## src/sv/assert_macros.svh

```systemverilog
// Shared assertion macros for the comment stripper RTL.
`ifndef ASSERT_MACROS_SVH
`define ASSERT_MACROS_SVH

// Check prop at every clock edge outside of reset.
`define JCS_ASSERT(lbl, clk, rst_n, prop) \
    lbl: assert property (@(posedge clk) disable iff (!rst_n) prop) \
        else $error("jcs assertion failed");

// Check prop at every clock edge, reset included.
`define JCS_ASSERT_ALWAYS(lbl, clk, prop) \
    lbl: assert property (@(posedge clk) prop) \
        else $error("jcs assertion failed");

`endif

```

## src/sv/jcs_pkg.sv

```systemverilog
package jcs_pkg;

    localparam int unsigned JCS_QUEUE_DEPTH = 4;

    localparam logic [7:0] CH_STAR      = 8'h2A;
    localparam logic [7:0] CH_SLASH     = 8'h2F;
    localparam logic [7:0] CH_BACKSLASH = 8'h5C;
    localparam logic [7:0] CH_QUOTE     = 8'h22;
    localparam logic [7:0] CH_U         = 8'h75;
    localparam logic [7:0] CH_CR        = 8'h0D;
    localparam logic [7:0] CH_LF        = 8'h0A;

    // One classified byte: a held slash to flush first, and/or the byte itself.
    typedef struct packed {
        logic       slash;
        logic       emit;
        logic [7:0] data;
    } jcs_cmd_t;

endpackage

```

## src/sv/jcs_front.sv

```systemverilog
`include "assert_macros.svh"

module jcs_front
    import jcs_pkg::*;
(
    input  logic     aclk,
    input  logic     aresetn,
    input  logic     in_valid,
    input  logic     in_ready,
    input  logic [7:0] in_byte,
    output logic     push,
    output jcs_cmd_t push_cmd
);

    typedef enum logic [2:0] {
        PH_NONE       = 3'd0,
        PH_SLASH      = 3'd1,
        PH_BLOCK      = 3'd2,
        PH_BLOCK_STAR = 3'd3,
        PH_LINE       = 3'd4
    } phase_t;

    typedef enum logic [2:0] {
        ESC_NONE = 3'd0,
        ESC_BACK = 3'd1,
        ESC_H1   = 3'd2,
        ESC_H2   = 3'd3,
        ESC_H3   = 3'd4
    } esc_t;

    phase_t phase_reg, phase_next;
    esc_t   esc_reg, esc_next;
    logic   str_reg, str_next;
    logic   held;
    logic   consumed;
    logic   skip_a;
    logic   skip_b;
    logic   emit;
    logic   accept;

    assign accept = in_valid && in_ready;

    always_comb begin
        phase_next = phase_reg;
        esc_next   = esc_reg;
        str_next   = str_reg;
        held       = 1'b0;
        consumed   = 1'b0;

        if (esc_reg == ESC_NONE) begin
            unique case (phase_reg)
                PH_SLASH: begin
                    if (in_byte == CH_STAR) begin
                        phase_next = PH_BLOCK;
                    end else if (in_byte == CH_SLASH) begin
                        phase_next = PH_LINE;
                    end else begin
                        phase_next = PH_NONE;
                        held       = 1'b1;
                    end
                end
                PH_BLOCK: begin
                    if (in_byte == CH_STAR) phase_next = PH_BLOCK_STAR;
                end
                PH_BLOCK_STAR: begin
                    if (in_byte == CH_SLASH) begin
                        phase_next = PH_NONE;
                        consumed   = 1'b1;
                    end else if (in_byte != CH_STAR) begin
                        phase_next = PH_BLOCK;
                    end
                end
                PH_LINE: begin
                    if (in_byte == CH_CR || in_byte == CH_LF) phase_next = PH_NONE;
                end
                default: ;
            endcase
        end

        skip_a = (phase_next >= PH_SLASH) && (phase_next <= PH_LINE);

        if (!consumed && !skip_a) begin
            unique case (esc_reg)
                ESC_NONE: begin
                    if (in_byte == CH_BACKSLASH) begin
                        esc_next = ESC_BACK;
                    end else if (in_byte == CH_QUOTE) begin
                        str_next = !str_reg;
                    end else if (!str_reg && in_byte == CH_SLASH) begin
                        phase_next = PH_SLASH;
                    end
                end
                ESC_BACK: esc_next = (in_byte == CH_U) ? ESC_H1 : ESC_NONE;
                ESC_H1:   esc_next = ESC_H2;
                ESC_H2:   esc_next = ESC_H3;
                default:  esc_next = ESC_NONE;
            endcase
        end

        skip_b = (phase_next >= PH_SLASH) && (phase_next <= PH_LINE);
        emit   = !consumed && !skip_b;
    end

    assign push          = accept && (held || emit);
    assign push_cmd.slash = held;
    assign push_cmd.emit  = emit;
    assign push_cmd.data  = in_byte;

    always_ff @(posedge aclk) begin
        if (!aresetn) begin
            phase_reg <= PH_NONE;
            esc_reg   <= ESC_NONE;
            str_reg   <= 1'b0;
        end else if (accept) begin
            phase_reg <= phase_next;
            esc_reg   <= esc_next;
            str_reg   <= str_next;
        end
    end

    // escapes only start with no comment pending, and comments only open unescaped
    `JCS_ASSERT(a_esc_no_comment, aclk, aresetn, (esc_reg != ESC_NONE) |-> (phase_reg == PH_NONE))
    `JCS_ASSERT(a_phase_legal, aclk, aresetn, phase_reg <= PH_LINE)

endmodule

```

## src/sv/jcs_queue.sv

```systemverilog
`include "assert_macros.svh"

module jcs_queue
    import jcs_pkg::*;
#(
    parameter int unsigned DEPTH = JCS_QUEUE_DEPTH
) (
    input  logic     aclk,
    input  logic     aresetn,
    input  logic     push,
    input  jcs_cmd_t push_cmd,
    output logic     not_full,
    input  logic     pop,
    output logic     not_empty,
    output jcs_cmd_t head
);

    localparam int unsigned PTR_W = (DEPTH > 1) ? $clog2(DEPTH) : 1;
    localparam int unsigned CNT_W = $clog2(DEPTH + 1);
    localparam logic [PTR_W-1:0] LAST_PTR = PTR_W'(DEPTH - 1);
    localparam logic [CNT_W-1:0] FULL_CNT = CNT_W'(DEPTH);

    jcs_cmd_t         mem [DEPTH];
    logic [PTR_W-1:0] wr_ptr_reg, wr_ptr_next;
    logic [PTR_W-1:0] rd_ptr_reg, rd_ptr_next;
    logic [CNT_W-1:0] count_reg, count_next;

    assign not_full  = (count_reg != FULL_CNT);
    assign not_empty = (count_reg != '0);
    assign head      = mem[rd_ptr_reg];

    always_comb begin
        wr_ptr_next = wr_ptr_reg;
        rd_ptr_next = rd_ptr_reg;
        count_next  = count_reg;
        if (push) wr_ptr_next = (wr_ptr_reg == LAST_PTR) ? '0 : wr_ptr_reg + 1'b1;
        if (pop)  rd_ptr_next = (rd_ptr_reg == LAST_PTR) ? '0 : rd_ptr_reg + 1'b1;
        if (push && !pop) count_next = count_reg + 1'b1;
        else if (!push && pop) count_next = count_reg - 1'b1;
    end

    always_ff @(posedge aclk) begin
        if (!aresetn) begin
            wr_ptr_reg <= '0;
            rd_ptr_reg <= '0;
            count_reg  <= '0;
        end else begin
            wr_ptr_reg <= wr_ptr_next;
            rd_ptr_reg <= rd_ptr_next;
            count_reg  <= count_next;
        end
    end

    always_ff @(posedge aclk) begin
        if (push) mem[wr_ptr_reg] <= push_cmd;
    end

    `JCS_ASSERT(a_no_overflow, aclk, aresetn, push |-> (not_full || pop))
    `JCS_ASSERT(a_no_underflow, aclk, aresetn, pop |-> not_empty)

endmodule

```

## src/sv/jcs_back.sv

```systemverilog
`include "assert_macros.svh"

module jcs_back
    import jcs_pkg::*;
(
    input  logic       aclk,
    input  logic       aresetn,
    input  logic       head_valid,
    input  jcs_cmd_t   head,
    output logic       pop,
    output logic       m_tvalid,
    input  logic       m_tready,
    output logic [7:0] m_tdata,
    output logic       m_tlast
);

    logic       valid_reg, valid_next;
    logic [7:0] data_reg, data_next;
    logic       last_reg, last_next;
    logic       slash_done_reg, slash_done_next;
    logic       load;

    assign load = head_valid && (!valid_reg || m_tready);

    always_comb begin
        valid_next      = valid_reg && !m_tready;
        data_next       = data_reg;
        last_next       = last_reg;
        slash_done_next = slash_done_reg;
        pop             = 1'b0;
        if (load) begin
            valid_next = 1'b1;
            if (head.slash && !slash_done_reg) begin
                // flush the held slash; hold the entry if its byte still follows
                data_next = CH_SLASH;
                last_next = !head.emit;
                if (head.emit) slash_done_next = 1'b1;
                else           pop = 1'b1;
            end else begin
                data_next       = head.data;
                last_next       = 1'b1;
                slash_done_next = 1'b0;
                pop             = 1'b1;
            end
        end
    end

    always_ff @(posedge aclk) begin
        if (!aresetn) begin
            valid_reg      <= 1'b0;
            slash_done_reg <= 1'b0;
        end else begin
            valid_reg      <= valid_next;
            slash_done_reg <= slash_done_next;
        end
        data_reg <= data_next;
        last_reg <= last_next;
    end

    assign m_tvalid = valid_reg;
    assign m_tdata  = data_reg;
    assign m_tlast  = last_reg;

    `JCS_ASSERT(a_split_first_half, aclk, aresetn,
        $rose(slash_done_reg) |-> (valid_reg && data_reg == CH_SLASH && !last_reg))
    `JCS_ASSERT_ALWAYS(a_reset_idle, aclk, !aresetn |=> (!valid_reg && !slash_done_reg))

endmodule

```

## src/sv/jsonc_comment_stripper_core.sv

```systemverilog
// A byte's first result passes through the queue and then the output register before it is valid on m_tvalid.
// Throughput: one byte per cycle while the queue is not full; a byte that flushes a held slash is sent
// as two output bytes, and the queue between classifier and output stage absorbs that and m_tready stalls.
// Skipped comment bytes produce no output but are still taken from the input like any other byte.
// Reset (aresetn low, synchronous): comment, escape and string state clear, queue empties,
// m_tvalid drops. A slash still held when the stream ends is never emitted.
module jsonc_comment_stripper_core
    import jcs_pkg::*;
#(
    parameter int unsigned QUEUE_DEPTH = JCS_QUEUE_DEPTH
) (
    input  logic       aclk,
    input  logic       aresetn,
    input  logic       s_tvalid,
    output logic       s_tready,
    input  logic [7:0] s_tdata,   // [7:0] in_byte
    output logic       m_tvalid,
    input  logic       m_tready,
    output logic [7:0] m_tdata,   // [7:0] out_byte
    output logic       m_tlast
);

    logic     push;
    jcs_cmd_t push_cmd;
    logic     not_full;
    logic     pop;
    logic     not_empty;
    jcs_cmd_t head;

    assign s_tready = not_full;

    jcs_front u_front (
        .aclk     (aclk),
        .aresetn  (aresetn),
        .in_valid (s_tvalid),
        .in_ready (s_tready),
        .in_byte  (s_tdata),
        .push     (push),
        .push_cmd (push_cmd)
    );

    jcs_queue #(
        .DEPTH (QUEUE_DEPTH)
    ) u_queue (
        .aclk      (aclk),
        .aresetn   (aresetn),
        .push      (push),
        .push_cmd  (push_cmd),
        .not_full  (not_full),
        .pop       (pop),
        .not_empty (not_empty),
        .head      (head)
    );

    jcs_back u_back (
        .aclk       (aclk),
        .aresetn    (aresetn),
        .head_valid (not_empty),
        .head       (head),
        .pop        (pop),
        .m_tvalid   (m_tvalid),
        .m_tready   (m_tready),
        .m_tdata    (m_tdata),
        .m_tlast    (m_tlast)
    );

endmodule

```

## config.mk

```make
export PLATFORM = sky130hd
export DESIGN_NAME = jsonc_comment_stripper_core
export DESIGN_NICKNAME = d
export VERILOG_FILES = /design/src/sv/jcs_pkg.sv /design/src/sv/jcs_front.sv /design/src/sv/jcs_queue.sv /design/src/sv/jcs_back.sv /design/src/sv/jsonc_comment_stripper_core.sv
export VERILOG_INCLUDE_DIRS = /design/src /design/src/sv
export SDC_FILE = /design/constraint.sdc
export NUM_CORES = 1
export LEC_CHECK = 0
export ABC_AREA = 1
export BUFFER_PORTS_ARGS = -buffer_cell sky130_fd_sc_hd__buf_2
export CAP_MARGIN = 10
export CELL_PAD_IN_SITES_DETAIL_PLACEMENT = 0
export CELL_PAD_IN_SITES_GLOBAL_PLACEMENT = 1
export CORE_ASPECT_RATIO = 1.5
export CORE_MARGIN = 2
export CORE_UTILIZATION = 46
export DETAILED_ROUTE_END_ITERATION = 8
export GPL_TIMING_DRIVEN = 0
export HOLD_SLACK_MARGIN = 0.06
export PLACE_DENSITY = 0.82
export SYNTH_ARGS = -nofsm -noshare
export SYNTH_HDL_FRONTEND = slang
export SYNTH_SLANG_ARGS = --single-unit
```

## constraint.sdc

```tcl
create_clock -name aclk -period 2.6 [get_ports aclk]
set_input_delay 0.13 -clock aclk [delete_from_list [all_inputs] [get_ports aclk]]
set_output_delay 0.13 -clock aclk [all_outputs]
set_load 0.02 [all_outputs]
```

==> results.yml, run 1 <==
cells_and_area:
  final_util: 0.5532
  largest_register: "u_queue.mem"
  largest_reg_flops: 40
  layout_common_cells: "nor2_1, edfxtp_1, nand2_1"
  diodes: 0
  area_delta_synth_final_pct: 17.25
  fin_cells: 435
  nets: 373
  final_common_cell: "nor2_1"
  drive_above_1_share: 0.2173
drt:
  drt_drc_violations_left: 0
  routed_wl_um: 5971
  ant_nets: 0
  via_per_inst: 5.078
  vias: 2209
  firstDrtPassIters: 4
  drt_iter0_markers: 164
  wl_per_cell_um: 13.73
worst_setup_path:
  worstSetupPathType: "reg2reg"
  max_stage_delay_ns: 0.72
  endpoint_kind: "flop"
  cp_top_family: "simple AND/OR/NAND/NOR gates"
  worst-path-buf-inv: 1
  r2r-start: "u_front.phase_reg[0]"
  crit_slowest_cell: "nor2_1"
  required_ns: 2.56
  r2r_slack_ns: 0.22
  crit_chain: "inv_2 > nand3_2 > nand2_1 > nand2_2 > nor2_1 > nand2_1 > nand2_2 > nand3_2 > nand2_4 > nand4_4 > nor2_1"
  r2r_cells: 11
  r2r-end: "u_queue.mem[0][7]"
  arrival_ns: 2.34
  critPathMaxFanout: 10
  cp.depth: 11
  worst_setup_path_start_kind: "flop"
yosys:
  yosysWarnings: 0
  syn_avg_cell_area_um2: 9.710
  synth_top_area_share: 0.4841
  synth_sequential_area_ratio: 0.6027
  syn_nets: 332
  synth_largest_area_cell: "edfxtp_1"
  ys_ff_latch: 67
  synth.area.top_cells: "edfxtp_1, dfxtp_1, nor2_1"
  synthCells: 313
  synthesis.area_mm2: 0.003039
  yosys.cell_types.count: 29
global_route:
  antenna_found_initial: 0
  grt_pass1_wl_um: 9977
  gr-total-overflow: 0
  grt_pass1_vias: 2151
  grt.total_usage: 0.1756
  grt_max_degree: 13
place:
  gp_congestion: 0.8284
  place_ws_ns: -0.03794
  dpl.hpwl_um: 4284
  port_buffers: 22
  dp.cells: 411
power:
  p_leak_nw: 1.457
  power_mw: 3.908
  vdd_drop_max_mv: 0.5154
  power_density_mw_per_mm2: 1097
floorplan:
  die_x_um: 70.37
  start_util: 0.4718
  die_h_um: 103.6
  core-area_mm2: 0.006441
  ios: 23
  rows: 36
  die_area_mm2: 0.007286
sta:
  timing.hold.ws_ns: 0.08578
  final_max_slew_viol_count: 0
  fin_crit_sh: 0.9155
  max_clock_freq_mhz: 420.1
  setup_violations: 0
  setup_slack_ns: 0.2197
  clock_skew_ns: 0.01418
  rsz0062_at_grt: "yes"
  timing.final.crit_period_ns: 2.380
  relSlewSlack: 0.3962
  hold_viol: 0
  tightest_slew_ns: 0.9024
hold_path:
  hold_end: "u_queue.mem[0][1]"
  holdCritStartpoint: "s_tdata[1]"
  hp-class: "in2reg"
  min_path_cells: 1
clock_network:
  htreeDepth: 3
  cts.clk_slew.worst_paths_ns: 0.08
  cts_root_buffer: "clkbuf_8"
  clock_latency_ns: 0.34
  cts_max_path_buffers: 2
  cts_made_buffers: 9
  clock_sinks: 67
  cts_tree: "yes"
run_status:
  status: "complete, no violations"
flow_run:
  maxCapViolCount: 0
layer usage:
| layer | vias to the layer above | wire length [um] | global-route usage |
|---|---|---|---|
| li1 | 1142 | - | - |
| met1 | 1026 | 2480 | 0.1985 |
| met2 | 32 | 3227 | 0.3140 |
| met3 | 9 | 169 | 0.04086 |
| met4 | 0 | 95 | 0.06731 |
| met5 | - | 0 | 0 |
synthesized netlist by cell type:
cell type and number:
o211a_1 1, o31ai_1 1, o21ai_1 2, a22oi_1 1, a31oi_1 2, nand4_2 2
nand2_1 46, ha_1 6, a21oi_1 7, clkinv_1 2, nand3_2 3, nand4_1 6
inv_2 7, o21ai_0 29, dfxtp_1 18, fa_1 1, inv_1 35, nand3_1 8
buf_2 3, edfxtp_1 49, o221ai_1 5, clkbuf_1 3, nor3_1 6, nor3_2 1
nand4_4 1, nand2_2 6, nor2_2 1, o22ai_1 4, nor2_1 57
report_power, final:
group / leakage (nW) / switching (mW) / internal [mW]
sequential: 0.597 / 0.104 / 1.49
clock: 0.105 / 0.398 / 0.503
combinational: 0.756 / 0.950 / 0.465
total: 1.46 / 1.45 / 2.46
stage by stage:
step           setup TNS (ns)  area, um2
2_1_floorplan               0       3039
3_3_place_gp                0       3244
3_5_place_dp          -0.4138       3244
4_1_cts                     0       3503
5_1_grt               -0.1282       3563
6_report                    0       3563
final cells by class:
class	instances	area, um2
fillers	595	2878
flip-flops and latches	67	1841
multi-input cells	196	1042
repair buffers	30	180.2
inverters	44	165.2
clock buffers	11	152.6
well taps	76	95.09
clock inverters	5	60.06
plain buffers	6	27.53
logic make-up after synthesis:
logic type,count (synthesis),share of synthesized area
compound gates,52,0.09757
fa+ha+maj,7,0.03129
simple gates,137,0.2054
buf+inv,50,0.06299
flops,67,0.6027
worst reg2reg max path: cells and delay by family (launching register included):
family | cells | cell delay, ns
buffers and inverters | 1 | 0.09
flip-flops | 1 | 0.37
AND/OR/NAND/NOR | 10 | 1.55
repair_timing:
item / in CTS / in global routing
pin swaps: 0 / 1
buffers inserted: 0 / 4
gates resized for setup: 3 / 15
endpoints found under the hold margin: 7 / 0
hold buffers: 4 / 0
endpoints found under the setup margin: 12 / 32
how the worst max path moves through the flow:
stage	start	end
after floorplan	u_front.phase_reg[0]	u_queue.count_reg[2]
after global placement	u_front.phase_reg[2]	u_queue.mem[3][4]
after detailed placement	u_front.phase_reg[2]	u_queue.mem[3][4]
after CTS	u_front.phase_reg[0]	u_queue.count_reg[2]
after global routing	u_front.phase_reg[0]	u_queue.count_reg[2]
final	u_front.phase_reg[0]	u_queue.mem[0][7]
(Power assumes the default switching activity.)
==> run 2: changes to the inputs <==
- CORE_UTILIZATION: 46 -> 30
- PLACE_DENSITY: 0.82 -> 0.59
==> run 2 against run 1 <==
Net effect: final cell count rose by 8.3%; via count about the same; register-to-register slack about the same; final area rose by 2.2%; largest cell class unchanged.
==> results.yml, run 2 (synthesized netlist as in run 1, its figures left out) <==
floorplan:
  core-area_mm2: 0.01002
  die_h_um: 127.3
  die_x_um: 86.18
  ios: 23
  die_area_mm2: 0.01097
  start_util: 0.3032
  rows: 45
global_route:
  grt.total_usage: 0.1289
  grt_max_degree: 13
  gr-total-overflow: 0
  antenna_found_initial: 0
  grt_pass1_wl_um: 10610
  grt_pass1_vias: 2222
worst_setup_path:
  required_ns: 2.87
  worst_setup_path_start_kind: "flop"
  r2r_slack_ns: 0.23
  arrival_ns: 2.64
  endpoint_kind: "flop"
  worstSetupPathType: "reg2reg"
  critPathMaxFanout: 10
run_status:
  status: "complete, no violations"
sta:
  tightest_slew_ns: 0.6343
  hold_viol: 0
  rsz0062_at_grt: "no"
  setup_slack_ns: 0.2267
  setup_violations: 0
  max_clock_freq_mhz: 421.4
  relSlewSlack: 0.5767
  final_max_slew_viol_count: 0
  fin_crit_sh: 0.9128
  clock_skew_ns: 0.004909
  timing.final.crit_period_ns: 2.373
  timing.hold.ws_ns: 0.07058
cells_and_area:
  nets: 368
  largest_reg_flops: 40
  layout_common_cells: "nor2_1, edfxtp_1, nand2_1"
  final_common_cell: "nor2_1"
  fillers: 1043
  final_util: 0.3634
  diodes: 0
  largest_register: "u_queue.mem"
  area_delta_synth_final_pct: 19.84
  drive_above_1_share: 0.2119
drt:
  routed_wl_um: 6461
  vias: 2208
  via_per_inst: 4.688
  ant_nets: 0
  firstDrtPassIters: 4
  drt_drc_violations_left: 0
  wl_per_cell_um: 13.72
  drt_iter0_markers: 69
clock_network:
  htreeDepth: 3
  cts_max_path_buffers: 2
  clock_sinks: 67
  cts.clk_slew.worst_paths_ns: 0.05
  cts_root_buffer: "clkbuf_16"
  clock_latency_ns: 0.33
  cts_made_buffers: 9
  cts_tree: "yes"
flow_run:
  maxCapViolCount: 0
power:
  p_leak_nw: 1.481
  power_density_mw_per_mm2: 1145
  vdd_drop_max_mv: 0.5013
place:
  gp_congestion: 0.7493
  port_buffers: 22
  dpl.hpwl_um: 4632
  place_ws_ns: -0.1216
hold_path:
  hp-class: "in2reg"
## run 2: cell count changes in the layout (fill, tap and decap cells not counted), sizes merged
cell         before  now
clkinvlp          1    0
buf              29   26
clkinv            4    6
dlygate4sd3       4    2
inv              43   44
clkbuf           14   12
## run 2: path summary, 6_finish.rpt
path,startpoint,end,cells past startpoint
setup / recovery,flop,u_queue.count_reg[2],15
hold / removal,s_tdata[7],u_queue.mem[3][7],1
setup reg to reg,flop,u_queue.count_reg[2],15
hold reg to reg,u_queue.count_reg[2],u_queue.count_reg[2],2
## run 2: per-stage QoR
step | area [um2] | power (mW) | instances | TNS, ns
floorplan | 3039 | 2.583 | 313 | 0
global placement | 3296 | 2.960 | 452 | -1.303
detailed placement | 3296 | 2.984 | 452 | -2.106
CTS | 3621 | 4.207 | 470 | -0.006655
global route | 3642 | 4.470 | 471 | 0
finish | 3642 | 4.170 | 471 | 0
## run 2: power breakdown
group	internal [mW]	total, mW	leakage (nW)	switching (mW)
Sequential	1.49	1.59	0.596	0.0991
Clock	0.739	1.19	0.149	0.454
Combinational	0.435	1.39	0.736	0.956
## run 2: critical path: stages (launching register included)
cell and delay [ns]:
dfxtp_1 0.33, clkbuf_1 0.36, nor2_1 0.07, o22ai_1 0.14, inv_1 0.05, nor2_1 0.11
nand2_1 0.10, nand2_1 0.13, ha_1 0.17, inv_1 0.06, fa_1 0.38, nor2_1 0.11
nor2_1 0.04, nand2_1 0.07, o21ai_0 0.07, a21oi_1 0.10
## run 2: final cells by class
cell class              count  area, um2  share of cell area
multi-input cells         196       1039              0.2851
repair buffers             25      137.6             0.03779
well taps                 117      146.4             0.04019
flip-flops and latches     67       1836              0.5040
clock inverters             7      67.56             0.01855
clock buffers               9      225.2             0.06183
inverters                  44      165.2             0.04535
plain buffers               6      26.28            0.007214
## run 2: routing by layer
metal / track usage / share of wire
met1: 0.1312 / 0.40
met2: 0.2362 / 0.54
met3: 0.03295 / 0.032
met4: 0.06893 / 0.023
met5: 0 / 0
## run 2: repair_timing
| item | CTS | global route |
|---|---|---|
| hold endpoints to repair | 5 | 0 |
| endpoints found under the setup margin | 32 | 2 |
| setup buffers | 0 | 1 |
| hold buffers | 2 | 0 |
| resized for setup | 5 | 8 |
==> run 3: changes to the inputs <==
--- a/config.mk
+++ b/config.mk
@@ -8,3 +8,2 @@
 export LEC_CHECK = 0
-export ABC_AREA = 1
 export BUFFER_PORTS_ARGS = -buffer_cell sky130_fd_sc_hd__buf_2
@@ -19,3 +18,3 @@
 export HOLD_SLACK_MARGIN = 0.06
-export PLACE_DENSITY = 0.59
+export PLACE_DENSITY = 0.56
 export SYNTH_ARGS = -nofsm -noshare
--- a/constraint.sdc
+++ b/constraint.sdc
@@ -3,2 +3,2 @@
 set_output_delay 0.13 -clock aclk [all_outputs]
-set_load 0.02 [all_outputs]
+set_load 0.01 [all_outputs]
==> run 3 against run 2 <==
Net effect: the run now ends with setup timing left; worst setup slack got worse by 0.36 ns; synthesized area decreased by 0.12%; routed wire length fell by 1.8%; largest power group unchanged; sequential power is 7% lower; synthesized cell count down 29%; critical path depth is 2 lower.
==> results.yml, run 3 <==
run_status:
  status: "finished, violations left"
  violations: "setup timing"
worst_setup_path:
  max_stage_delay_ns: 0.38
  crit_slowest_cell: "or3_1"
  worstSetupPathType: "reg2reg"
  crit_chain: "or3_1 > buf_6 > nor4_4 > o21ai_2 > mux2i_2 > buf_6 > nor2_4 > ha_4 > inv_2 > fa_2 > xor2_1 > or3_1 > a21oi_1"
  arrival_ns: 2.99
  endpoint_kind: "flop"
  r2r-start: "u_front.esc_reg[2]"
  r2r-end: "u_queue.count_reg[2]"
  worst_setup_path_start_kind: "flop"
  r2r_cells: 13
  critPathMaxFanout: 6
  worst-path-buf-inv: 3
  cp_top_family: "simple AND/OR/NAND/NOR gates"
  required_ns: 2.86
  r2r_slack_ns: -0.13
yosys:
  ys_ff_latch: 67
  synthCells: 222
  synth-edff-count: 49
  synth.area.top_cells: "edfxtp_1, dfxtp_1, mux4_2"
  yosys.cell_count.top_type: "edfxtp_1"
  synthFlopType: "edfxtp_1"
  syn_avg_cell_area_um2: 13.67
  synth_sequential_area_ratio: 0.6035
  synthesis.area_mm2: 0.003035
  async_flop_share: 0
  syn_nets: 241
  synth_top_area_share: 0.4847
  yosysWarnings: 0
  synth_largest_area_cell: "edfxtp_1"
  ys_top_cells_by_count: "edfxtp_1, dfxtp_1, a21oi_1"
  yosys.cell_types.count: 54
clock_network:
  cts_tree: "yes"
  cts_max_path_buffers: 2
  cts_made_buffers: 9
  clock_latency_ns: 0.33
  clock_sinks: 67
  cts_root_buffer: "clkbuf_16"
  htreeDepth: 3
  cts.clk_slew.worst_paths_ns: 0.05
drt:
  met1_length_um: 2462
  ant_nets: 0
  dr_wl_met3_um: 173
  top_layer: "met4"
  routed_wl_um: 6345
  drt_iter0_markers: 90
  wl_met2_um: 3544
  via_per_inst: 4.967
  drt_drc_violations_left: 0
  wl_per_cell_um: 16.31
  vias: 1932
  firstDrtPassIters: 4
global_route:
  antenna_found_initial: 0
  grt.total_usage: 0.1303
  grt_pass1_wl_um: 10610
  gr-total-overflow: 0
  grt_pass1_vias: 1991
  grt_max_degree: 13
power:
  power_mw: 3.442
  vdd_drop_max_mv: 0.2860
  power_density_mw_per_mm2: 911.5
  p_leak_nw: 1.324
sta:
  hold_viol: 0
  final_max_slew_viol_count: 0
  max_clock_freq_mhz: 366.4
  relSlewSlack: 0.4963
  clock_skew_ns: 0.006460
  setup_slack_ns: -0.1292
  tightest_slew_ns: 0.7450
  fin_crit_sh: 1.050
  setup_violations: 2
  timing.final.crit_period_ns: 2.729
  rsz0062_at_grt: "yes"
floorplan:
  die_h_um: 127.2
  start_util: 0.3046
  ios: 23
  core-area_mm2: 0.009966
  die_area_mm2: 0.01096
  die_x_um: 86.13
  rows: 45
cells_and_area:
  nets: 286
  layout_common_cells: "edfxtp_1, buf_2, buf_4"
  largest_reg_flops: 40
  final_common_cell: "edfxtp_1"
  diodes: 0
  drive_above_1_share: 0.3529
  design_area_mm2: 0.003776
  largest_register: "u_queue.mem"
  area_delta_synth_final_pct: 24.40
hold_path:
  hold_end: "u_queue.mem[0][2]"
  min_path_cells: 1
  holdCritStartpoint: "s_tdata[2]"
  hp-class: "in2reg"
place:
  gp_congestion: 0.7454
  dpl.hpwl_um: 4383
  port_buffers: 22
  placed_area_mm2: 0.003326
flow_run:
  maxCapViolCount: 0
run 3: worst reg2reg max path, delay by kind of cell (launching register included):
kind	cells	cell delay [ns]
AND/OR/NAND/NOR	4	0.92
adder cells (fa/ha/maj)	2	0.47
flip-flops	1	0.36
buffers and inverters	3	0.33
AO/OA/AOI/OAI	2	0.23
multiplexers	1	0.19
XOR/XNOR	1	0.15
run 3: cell families after synthesis:
logic type | share of synthesized area
multiplexers | 0.09151
buffers and inverters | 0.03174
flip-flops | 0.6035
AO/OA/AOI/OAI | 0.08080
adder cells (fa/ha/maj) | 0.03133
AND/OR/NAND/NOR | 0.1525
XOR/XNOR | 0.008658
run 3: through the flow:
step	setup TNS, ns	util	std cells	worst slack, ns	hold WS [ns]
after floorplan	-0.1230	-	222	-0.08443	0.2289
after global placement	-1.638	0.3337	361	-0.8196	0.3898
after detailed placement	-1.837	0.3337	361	-0.8823	0.3889
after CTS	-0.2030	0.3700	385	-0.1427	0.06525
after global routing	-0.3764	0.3789	389	-0.2486	0.07056
final	-0.1534	0.3789	389	-0.1292	0.07318
run 3: worst max-delay path by stage:
stage / start / to / slack [ns] / depth (start not counted)
finish: u_front.esc_reg[2] / u_queue.count_reg[2] / -0.13 / 13
global route: u_front.esc_reg[2] / u_queue.count_reg[2] / -0.25 / 13
CTS: u_front.esc_reg[0] / u_queue.count_reg[2] / -0.14 / 12
detailed placement: flop / u_queue.count_reg[2] / -0.88 / 11
global placement: flop / u_queue.count_reg[2] / -0.82 / 11
floorplan: u_front.esc_reg[2] / u_queue.count_reg[2] / -0.08 / 13
run 3: routing by layer:
| metal | vias to the layer above | track usage |
|---|---|---|
| li1 | 946 | - |
| met1 | 941 | 0.1417 |
| met2 | 32 | 0.2330 |
| met3 | 13 | 0.02519 |
| met4 | 0 | 0.07190 |
| met5 | - | 0 |
run 3: timing repair:
item | 4_1_cts | 5_1_grt
gates resized for setup | 9 | 12
setup buffers | 9 | 5
pin swaps | 6 | 4
endpoints found under the setup margin | 5 | 32
hold endpoints to repair | 4 | 0
hold buffers | 1 | 0
run 3: layout make-up:
type	instances	area (um2)
Inverter	8	30.03
Timing Repair Buffer	37	225.2
Buffer	7	68.82
Clock inverter	3	16.27
Fill cell	963	6190
Multi-Input combinational cell	137	1207
Tap cell	117	146.4
Sequential cell	67	1842
Clock buffer	13	240.2
run 3: report_power, final:
part	internal [mW]	total, mW	switching, mW
Sequential	1.38	1.48	0.0953
Combinational	0.448	0.902	0.454
Clock	0.641	1.06	0.421
Total	2.47	3.44	0.971
